===== src/sv/rsti_pkg.sv =====
package rsti_pkg;

	// Default sizing
	localparam int MAX_DIGITS_DEF = 16;
	localparam int VALUE_BITS_DEF = 32;

	// Port types
	localparam int CFG_INDEX_W = 2;
	typedef logic [CFG_INDEX_W-1:0] cfg_index_t;
	typedef logic [63:0]            cfg_data_t;
	typedef logic [7:0]             char_t;
	typedef logic [1:0]             status_t;
	typedef logic signed [31:0]     number_t;

	// Register indexes
	localparam cfg_index_t REG_ALPHABET_LOW  = cfg_index_t'(0);
	localparam cfg_index_t REG_ALPHABET_HIGH = cfg_index_t'(1);

	// Result status codes
	localparam status_t STATUS_OK           = 2'd0;
	localparam status_t STATUS_BAD_DIGIT    = 2'd1;
	localparam status_t STATUS_BAD_ALPHABET = 2'd2;

	// Characters of interest
	localparam char_t CHAR_NUL      = 8'h00;
	localparam char_t CHAR_TAB      = 8'h09;
	localparam char_t CHAR_CR       = 8'h0D;
	localparam char_t CHAR_SPACE    = 8'h20;
	localparam char_t CHAR_MIN_SHOW = 8'h21;
	localparam char_t CHAR_PERCENT  = 8'h25;
	localparam char_t CHAR_STAR     = 8'h2A;
	localparam char_t CHAR_PLUS     = 8'h2B;
	localparam char_t CHAR_MINUS    = 8'h2D;
	localparam char_t CHAR_SLASH    = 8'h2F;
	localparam char_t CHAR_DEL      = 8'h7F;

	function automatic logic is_space(input char_t c);
		return (c == CHAR_SPACE) || ((c >= CHAR_TAB) && (c <= CHAR_CR));
	endfunction

	// Characters that may not stand in a digit alphabet
	function automatic logic is_forbidden_digit(input char_t c);
		return (c == CHAR_PLUS) || (c == CHAR_MINUS) || (c == CHAR_STAR) ||
			(c == CHAR_SLASH) || (c == CHAR_PERCENT) || (c == CHAR_DEL) ||
			(c < CHAR_MIN_SHOW);
	endfunction

endpackage


===== src/sv/radix_string_to_integer.sv =====
// Radix string to integer over a programmable digit alphabet.
//
// Channels: text bytes enter on in_valid/in_ready (text_byte), one beat per
// character; a zero byte ends the string. Each finished string leaves as one
// beat on out_valid/out_ready carrying status and number. The alphabet is
// written on cfg_valid/cfg_ready (cfg_index, cfg_data); cfg_ready is always
// high and writes land at once. Write the alphabet only while no string is
// in flight.
//
// Throughput: one text byte per cycle, except while a terminator is held (see
// Stall below); the digit lookup is a parallel compare over the alphabet and
// the accumulate a single multiply-add by the base (at most MAX_DIGITS, so a
// narrow multiplier). A terminator passes the input register, then the output
// register; it waits in the input register while a result is not yet taken.
//
// Stall: while a result waits in the output register, ordinary bytes keep
// flowing; only a second terminator is held in the input register, and
// in_ready drops, until the receiver takes the waiting beat.
// Reset: clears the alphabet (so it is invalid), the string state and both
// valid flags. A terminator returns the string state to its reset value.
module radix_string_to_integer #(
	parameter int MAX_DIGITS = rsti_pkg::MAX_DIGITS_DEF,
	parameter int VALUE_BITS = rsti_pkg::VALUE_BITS_DEF
) (
	input  logic                 clk,
	input  logic                 arst_n,
	// configuration write channel
	input  logic                 cfg_valid,
	output logic                 cfg_ready,
	input  rsti_pkg::cfg_index_t cfg_index,
	input  rsti_pkg::cfg_data_t  cfg_data,
	// text input channel
	input  logic                 in_valid,
	output logic                 in_ready,
	input  rsti_pkg::char_t      text_byte,
	// result channel
	output logic                 out_valid,
	input  logic                 out_ready,
	output rsti_pkg::status_t    status,
	output rsti_pkg::number_t    number
);
	import rsti_pkg::*;

	localparam int LEN_W = $clog2(MAX_DIGITS + 1);
	localparam int DIG_W = $clog2(MAX_DIGITS);

	typedef enum logic [1:0] {
		PH_SPACE,
		PH_SIGN,
		PH_DIGIT,
		PH_BAD
	} phase_t;

	// Alphabet registers
	logic [63:0] alpha_low_q;
	logic [63:0] alpha_high_q;

	// Input register
	logic  valid_s1;
	char_t byte_s1;

	// String state
	phase_t                phase_q;
	logic                  neg_q;
	logic [VALUE_BITS-1:0] acc_q;

	// Output register
	logic    out_valid_q;
	status_t status_q;
	number_t number_q;

	// Alphabet decode
	logic [127:0]     alpha_all;
	char_t            alpha_char [MAX_DIGITS];
	logic [LEN_W-1:0] alpha_len;
	logic             alpha_ok;
	logic             hit;
	logic [DIG_W-1:0] digit;

	// Datapath
	logic                  is_term;
	logic                  out_free;
	logic                  advance;
	logic                  take_result;
	phase_t                phase_d;
	logic                  neg_d;
	logic [VALUE_BITS-1:0] acc_d;
	logic [VALUE_BITS-1:0] value;
	logic [63:0]           value_wide;
	status_t               status_d;
	number_t               number_d;

	// Alphabet bytes, digit k at byte k of the 128-bit pair
	assign alpha_all = {alpha_high_q, alpha_low_q};

	always_comb begin
		for (int k = 0; k < MAX_DIGITS; k++) begin
			alpha_char[k] = alpha_all[k*8 +: 8];
		end
	end

	// Length: position of the first zero byte, capped at MAX_DIGITS
	always_comb begin
		alpha_len = LEN_W'(MAX_DIGITS);
		for (int k = MAX_DIGITS - 1; k >= 0; k--) begin
			if (alpha_char[k] == CHAR_NUL) begin
				alpha_len = LEN_W'(k);
			end
		end
	end

	// Validity: length, forbidden characters, duplicates
	always_comb begin
		alpha_ok = (alpha_len >= LEN_W'(2));
		for (int i = 0; i < MAX_DIGITS; i++) begin
			if (LEN_W'(i) < alpha_len) begin
				if (is_forbidden_digit(alpha_char[i])) begin
					alpha_ok = 1'b0;
				end
				for (int j = i + 1; j < MAX_DIGITS; j++) begin
					if ((LEN_W'(j) < alpha_len) && (alpha_char[j] == alpha_char[i])) begin
						alpha_ok = 1'b0;
					end
				end
			end
		end
	end

	// Digit lookup: lowest matching position wins
	always_comb begin
		hit   = 1'b0;
		digit = '0;
		for (int k = MAX_DIGITS - 1; k >= 0; k--) begin
			if ((LEN_W'(k) < alpha_len) && (alpha_char[k] == byte_s1)) begin
				hit   = 1'b1;
				digit = DIG_W'(k);
			end
		end
	end

	// Handshake: only a terminator needs the output register
	assign is_term     = (byte_s1 == CHAR_NUL);
	assign out_free    = !out_valid_q || out_ready;
	assign advance     = valid_s1 && (!is_term || out_free);
	assign take_result = advance && is_term;
	assign in_ready    = !valid_s1 || advance;
	assign cfg_ready   = 1'b1;

	// Per-character state update
	always_comb begin
		phase_t ph;
		ph      = phase_q;
		phase_d = phase_q;
		neg_d   = neg_q;
		acc_d   = acc_q;
		if (is_term) begin
			phase_d = PH_SPACE;
			neg_d   = 1'b0;
			acc_d   = '0;
		end else begin
			// leave the whitespace run on its first other character
			if ((ph == PH_SPACE) && !is_space(byte_s1)) begin
				ph = PH_SIGN;
			end
			if (ph == PH_SIGN) begin
				if ((byte_s1 == CHAR_PLUS) || (byte_s1 == CHAR_MINUS)) begin
					neg_d = neg_q ^ (byte_s1 == CHAR_MINUS);
				end else begin
					ph = PH_DIGIT;
				end
			end
			if (ph == PH_DIGIT) begin
				if (hit) begin
					acc_d = VALUE_BITS'(acc_q * VALUE_BITS'(alpha_len)) + VALUE_BITS'(digit);
				end else begin
					ph = PH_BAD;
				end
			end
			phase_d = ph;
		end
	end

	// Result formation, sign-extended or truncated to 32 bits
	assign value      = neg_q ? (VALUE_BITS'(0) - acc_q) : acc_q;
	assign value_wide = 64'(signed'(value));

	always_comb begin
		status_d = STATUS_OK;
		number_d = number_t'(value_wide[31:0]);
		if (!alpha_ok) begin
			status_d = STATUS_BAD_ALPHABET;
			number_d = '0;
		end else if (phase_q == PH_BAD) begin
			status_d = STATUS_BAD_DIGIT;
			number_d = '0;
		end
	end

	always_ff @(posedge clk or negedge arst_n) begin
		if (!arst_n) begin
			alpha_low_q  <= '0;
			alpha_high_q <= '0;
			valid_s1     <= 1'b0;
			byte_s1      <= CHAR_NUL;
			phase_q      <= PH_SPACE;
			neg_q        <= 1'b0;
			acc_q        <= '0;
			out_valid_q  <= 1'b0;
			status_q     <= STATUS_OK;
			number_q     <= '0;
		end else begin
			// configuration beats; unknown indexes are dropped
			if (cfg_valid) begin
				unique case (cfg_index)
					REG_ALPHABET_LOW:  alpha_low_q  <= cfg_data;
					REG_ALPHABET_HIGH: alpha_high_q <= cfg_data;
					default: ;
				endcase
			end
			// input register: load on a free slot, hold a stalled terminator
			if (in_ready) begin
				valid_s1 <= in_valid;
				if (in_valid) begin
					byte_s1 <= text_byte;
				end
			end
			if (advance) begin
				phase_q <= phase_d;
				neg_q   <= neg_d;
				acc_q   <= acc_d;
			end
			// output register: drop a taken beat, load a fresh result
			if (take_result) begin
				out_valid_q <= 1'b1;
				status_q    <= status_d;
				number_q    <= number_d;
			end else if (out_ready) begin
				out_valid_q <= 1'b0;
			end
		end
	end

	assign out_valid = out_valid_q;
	assign status    = status_q;
	assign number    = number_q;

	// A fresh result appears only after a terminator left the input register
	a_result_from_term: assert property (@(posedge clk) disable iff (!arst_n)
		$rose(out_valid) |-> $past(take_result))
		else $error("result without terminator");

	// A terminator returns the string state to its reset value
	a_term_clears: assert property (@(posedge clk) disable iff (!arst_n)
		take_result |=> (phase_q == PH_SPACE) && !neg_q && (acc_q == '0))
		else $error("string state not cleared");

	// A failed conversion carries a zero number
	a_error_zero: assert property (@(posedge clk) disable iff (!arst_n)
		out_valid |-> ((status == STATUS_OK) || (number == '0)))
		else $error("non-zero number with error status");

	// Input stalls only behind a terminator waiting on the receiver
	a_stall_cause: assert property (@(posedge clk) disable iff (!arst_n)
		!in_ready |-> (valid_s1 && is_term && out_valid_q && !out_ready))
		else $error("unexpected input stall");

	// A bad digit is sticky until the terminator
	a_bad_sticky: assert property (@(posedge clk) disable iff (!arst_n)
		((phase_q == PH_BAD) && advance && !is_term) |=> (phase_q == PH_BAD))
		else $error("bad digit state lost");

endmodule

===== config.mk =====
export PLATFORM = sky130hd
export DESIGN_NAME = radix_string_to_integer
export DESIGN_NICKNAME = d
export VERILOG_FILES = /design/src/sv/rsti_pkg.sv /design/src/sv/radix_string_to_integer.sv
export SDC_FILE = /design/constraint.sdc
export NUM_CORES = 2
export LEC_CHECK = 0
export ABC_CLOCK_PERIOD_IN_PS = 12700
export BUFFER_PORTS_ARGS = -buffer_cell sky130_fd_sc_hd__buf_4
export CAP_MARGIN = 20
export CORE_MARGIN = 2
export CORE_UTILIZATION = 35
export DETAILED_ROUTE_END_ITERATION = 6
export GPL_TIMING_DRIVEN = 1
export HOLD_SLACK_MARGIN = 0.02
export SLEW_MARGIN = 25
export SYNTH_ARGS = -nofsm -noshare
export SYNTH_HDL_FRONTEND = slang
export SYNTH_SLANG_ARGS = --single-unit
export TNS_END_PERCENT = 20

===== constraint.sdc =====
create_clock -name clk -period 12.7 [get_ports clk]
set_input_delay 0.635 -clock clk [delete_from_list [all_inputs] [get_ports clk]]
set_output_delay 0.635 -clock clk [all_outputs]
set_load 0.005 [all_outputs]

==> qor.yml <==
outcome: "finished, final reports clean"
htreeDepth: 1
final_layout_size_suffix_gt1_share_pct: 15.51
route.antenna.remaining_nets: 0
grt_util_all_layers_pct: 28.36
yosys-top-cells-area: "xor2_1, dfrtp_1, xnor2_1"
timing.max_slew.rel_slack_pct: 30.88
placeableCoreArea_um2: 83290
synthDominantAreaCellType: "xor2_1"
setup_tns_ps: 0
cts_root_buf: "clkbuf_16"
critical_path_required_ps: 13170
post-cts-setup-buffers: 0
seqPwrFrac_pct: 18.8
critical_path_peak_fanout: 19
worst_skew_pair_latency_ps: 590
post_synth_most_frequent_cells: "xor2_1, xnor2_1, nand2_1"
comb_power_share_pct: 63.9
synth.distinct_cells: 83
routedWlPerCell_um: 27.79
finalNetCount: 3632
dieHeight_um: 293.6
rr_worst_depth: 25
synth.ff_latch_count: 207
share_of_total_power_in_the_clock_network_pct: 17.4
cts-root-to-sink-buffers: 3
synth_top_flop_cell: "dfrtp_1"
rsz0062_at_grt: "false"
postCtsResizedCells: 0
grt_pass1_vias: 26021
numClockSinks: 207
fp.dieW_um: 293.6
max_clk_rate_mhz: 120.7
timing.hold.worst.class: "in -> async"
maxCapViolations: 0
syn_avg_cell_area_um2: 8.442
area_growth_syn_to_layout_pct: 9.470
post-synth-top-area-fraction_pct: 19.31
max_slew.worst_pin.slew_ps: 1027
vias: 27210
p_int_w: 0.002128
io_pins: 116
place_congestion: 1.034
drt-pass1-iter-count: 5
post-synth-top-count-cell: "xor2_1"
startpoint_type: "flop"
start_util_pct: 35.23
finClkSkew_ps: 16.18
final.min_clock_period_ps: 8285
layout.cell_area.non_filler_um2: 32120
dpl-instance-area_um2: 31310
report.final.setup_viol: 0
die_area_um2: 86170
grt_start_max_net_pins: 84
power.density_cell_area_nw_per_um2: 132.5
grt-ovfl-total: 0
post_drt_via_cell_ratio: 6.043
hpwlAfterDp_mm: 82.73
route.detailed.drc: 0
switching_power_w: 0.002129
cts_hold_buffers: 0
synth_fp_nets: 3704
finalMaxSlewViolations: 0
port_buffer_cells: 114
clock_pin_slew_of_the_registers_on_the_worst_case_setup_and_hold_paths_ps: 60
critPathCaptureType: "flop"
yosysWarningCount: 0
cp_data_arrival_time_ps: 8750
diodes: 0
worst_ir_drop_vdd_v: 0.00009752
synth-seq-area-share_pct: 17.65
swShare_pct: 50.01
synthArstFlopShare_pct: 100.0
count_of_final_hold_check_violations: 0
numCtsBuffers: 26
antenna_found_initial: 2
synth-edff-count: 0
grt_first_pass_wirelength_mm: 182.5
drtIter0Drc: 3243
fill_cell_count: 8436
leakage_nw: 12.81
tritoncts: "built"
netlist_area_um2: 29340
fin_crit_sh_pct: 65.24
num_rows: 106
wl_mm: 125.1
path_class: "reg -> reg"
syn_inst: 3476
==> sequential cells by signal, indices dropped and copies added (netlist names) <==
signal and count:
neg_q 1, alpha_low_q 64, phase_q 2, acc_q 32
byte_s1 8, out_valid 1, valid_s1 1, number 32
alpha_high_q 64, status 2
==> cells in the final DEF (no fill, tap or decap), types with 10 or more instances in the layout <==
master     instances
o41ai_1           10
buf_4            275
or2_2             19
nand4_1          134
nand2_1          230
clkbuf_16         26
nor3_1            42
o31ai_1           25
or3_1             15
nor2_1            82
a211oi_1          12
or4_1             23
a21o_1            13
a21oi_1           60
nand3_1           83
nor2b_1           11
o21ai_0           90
nand2b_1          19
xor2_1           647
and2_1            60
xnor2_1          497
o41ai_2           25
o211ai_1          22
o22ai_1           15
ha_1              63
mux2_2           133
dfrtp_1          207
fa_1              86
inv_1            119
o21a_1            12
a31oi_1           19
nor4_1           177
==> final timing paths <==
path | slack, ps | endpoint | from
max | 4410 | acc_q[31] | alpha_low_q[48]
min in group clk | 280 | alpha_low_q[25] | cfg_data[25]
min reg2reg | 490 | number[26] | number[26]
max reg2reg | 4410 | acc_q[31] | alpha_low_q[48]
min | 7 | alpha_high_q[54] | arst_n
max in group asynchronous | 10500 | number[8] | arst_n
==> worst max-delay path: stages, from the launching register on <==
cell and delay [ps]:
dfrtp_1 360, buf_4 250, or4_1 630, nor4_4 540
or4_1 630, nor4_1 240, and2_1 270, a32o_1 300
or4b_1 670, nor2b_1 210, fa_1 490, ha_1 290
inv_1 40, fa_1 530, inv_1 60, ha_1 280
a211oi_1 270, o21ai_0 180, nand4_1 140, a31oi_1 90
o31ai_1 550, o41ai_1 240, a21oi_1 260, a21oi_1 120
o21a_1 200, a211o_1 280
==> final cells by class <==
type                            count  area [um2]  share of cell area, %
Tap cell                         1080        1351                  4.207
Multi-Input combinational cell   2774       22250                  69.28
Inverter                          119       446.7                  1.391
Sequential cell                   207        5180                  16.13
Timing Repair Buffer              276        2079                  6.473
Clock buffer                       37       721.9                  2.247
Clock inverter                     10       90.09                 0.2804
==> stage by stage <==
step | power, W | instances | worst slack (ps) | util [%] | hold slack [ps]
floorplan | 0.002663 | 3476 | 5855 | - | 339.4
global placement | 0.003396 | 4456 | 4717 | 37.59 | 461.1
detailed placement | 0.003426 | 4456 | 4542 | 37.59 | 467.8
CTS | 0.004183 | 4503 | 4517 | 38.57 | 44.65
global route | 0.004422 | 4503 | 4040 | 38.57 | 71.28
finish | 0.004256 | 4503 | 4415 | 38.57 | 7.498
==> logic make-up (layout without fill, tap and decap cells) <==
kind of cell	after synthesis	after routing	synth area share, %
buffers and inverters	495	442	6.762
adders and majority gates	149	149	8.553
other	1	1	0.01278
DFF	207	207	17.65
AOI/OAI and AO/OA	395	395	10.04
and+or+nand+nor	948	948	17.55
muxes	136	136	5.206
xor gates and xnor gates	1145	1145	34.22
==> layer usage <==
metal	share of wire, %	vias up	track usage, %
li1	-	11643	-
met1	41	13401	38.34
met2	42	1765	41.49
met3	12	393	7.110
met4	6.1	8	14.76
met5	0.060	-	0.3403
==> power by group through the flow <==
stage / clock, W / sequential [W] / combinational [W]
2_1_floorplan: 0 / 0.000787 / 0.00188
3_3_place_gp: 0 / 0.000808 / 0.00259
3_5_place_dp: 0 / 0.000809 / 0.00262
4_1_cts: 0.000758 / 0.000797 / 0.00263
5_1_grt: 0.000779 / 0.000807 / 0.00284
6_report: 0.000740 / 0.000798 / 0.00272
(Power assumes the default switching activity.)
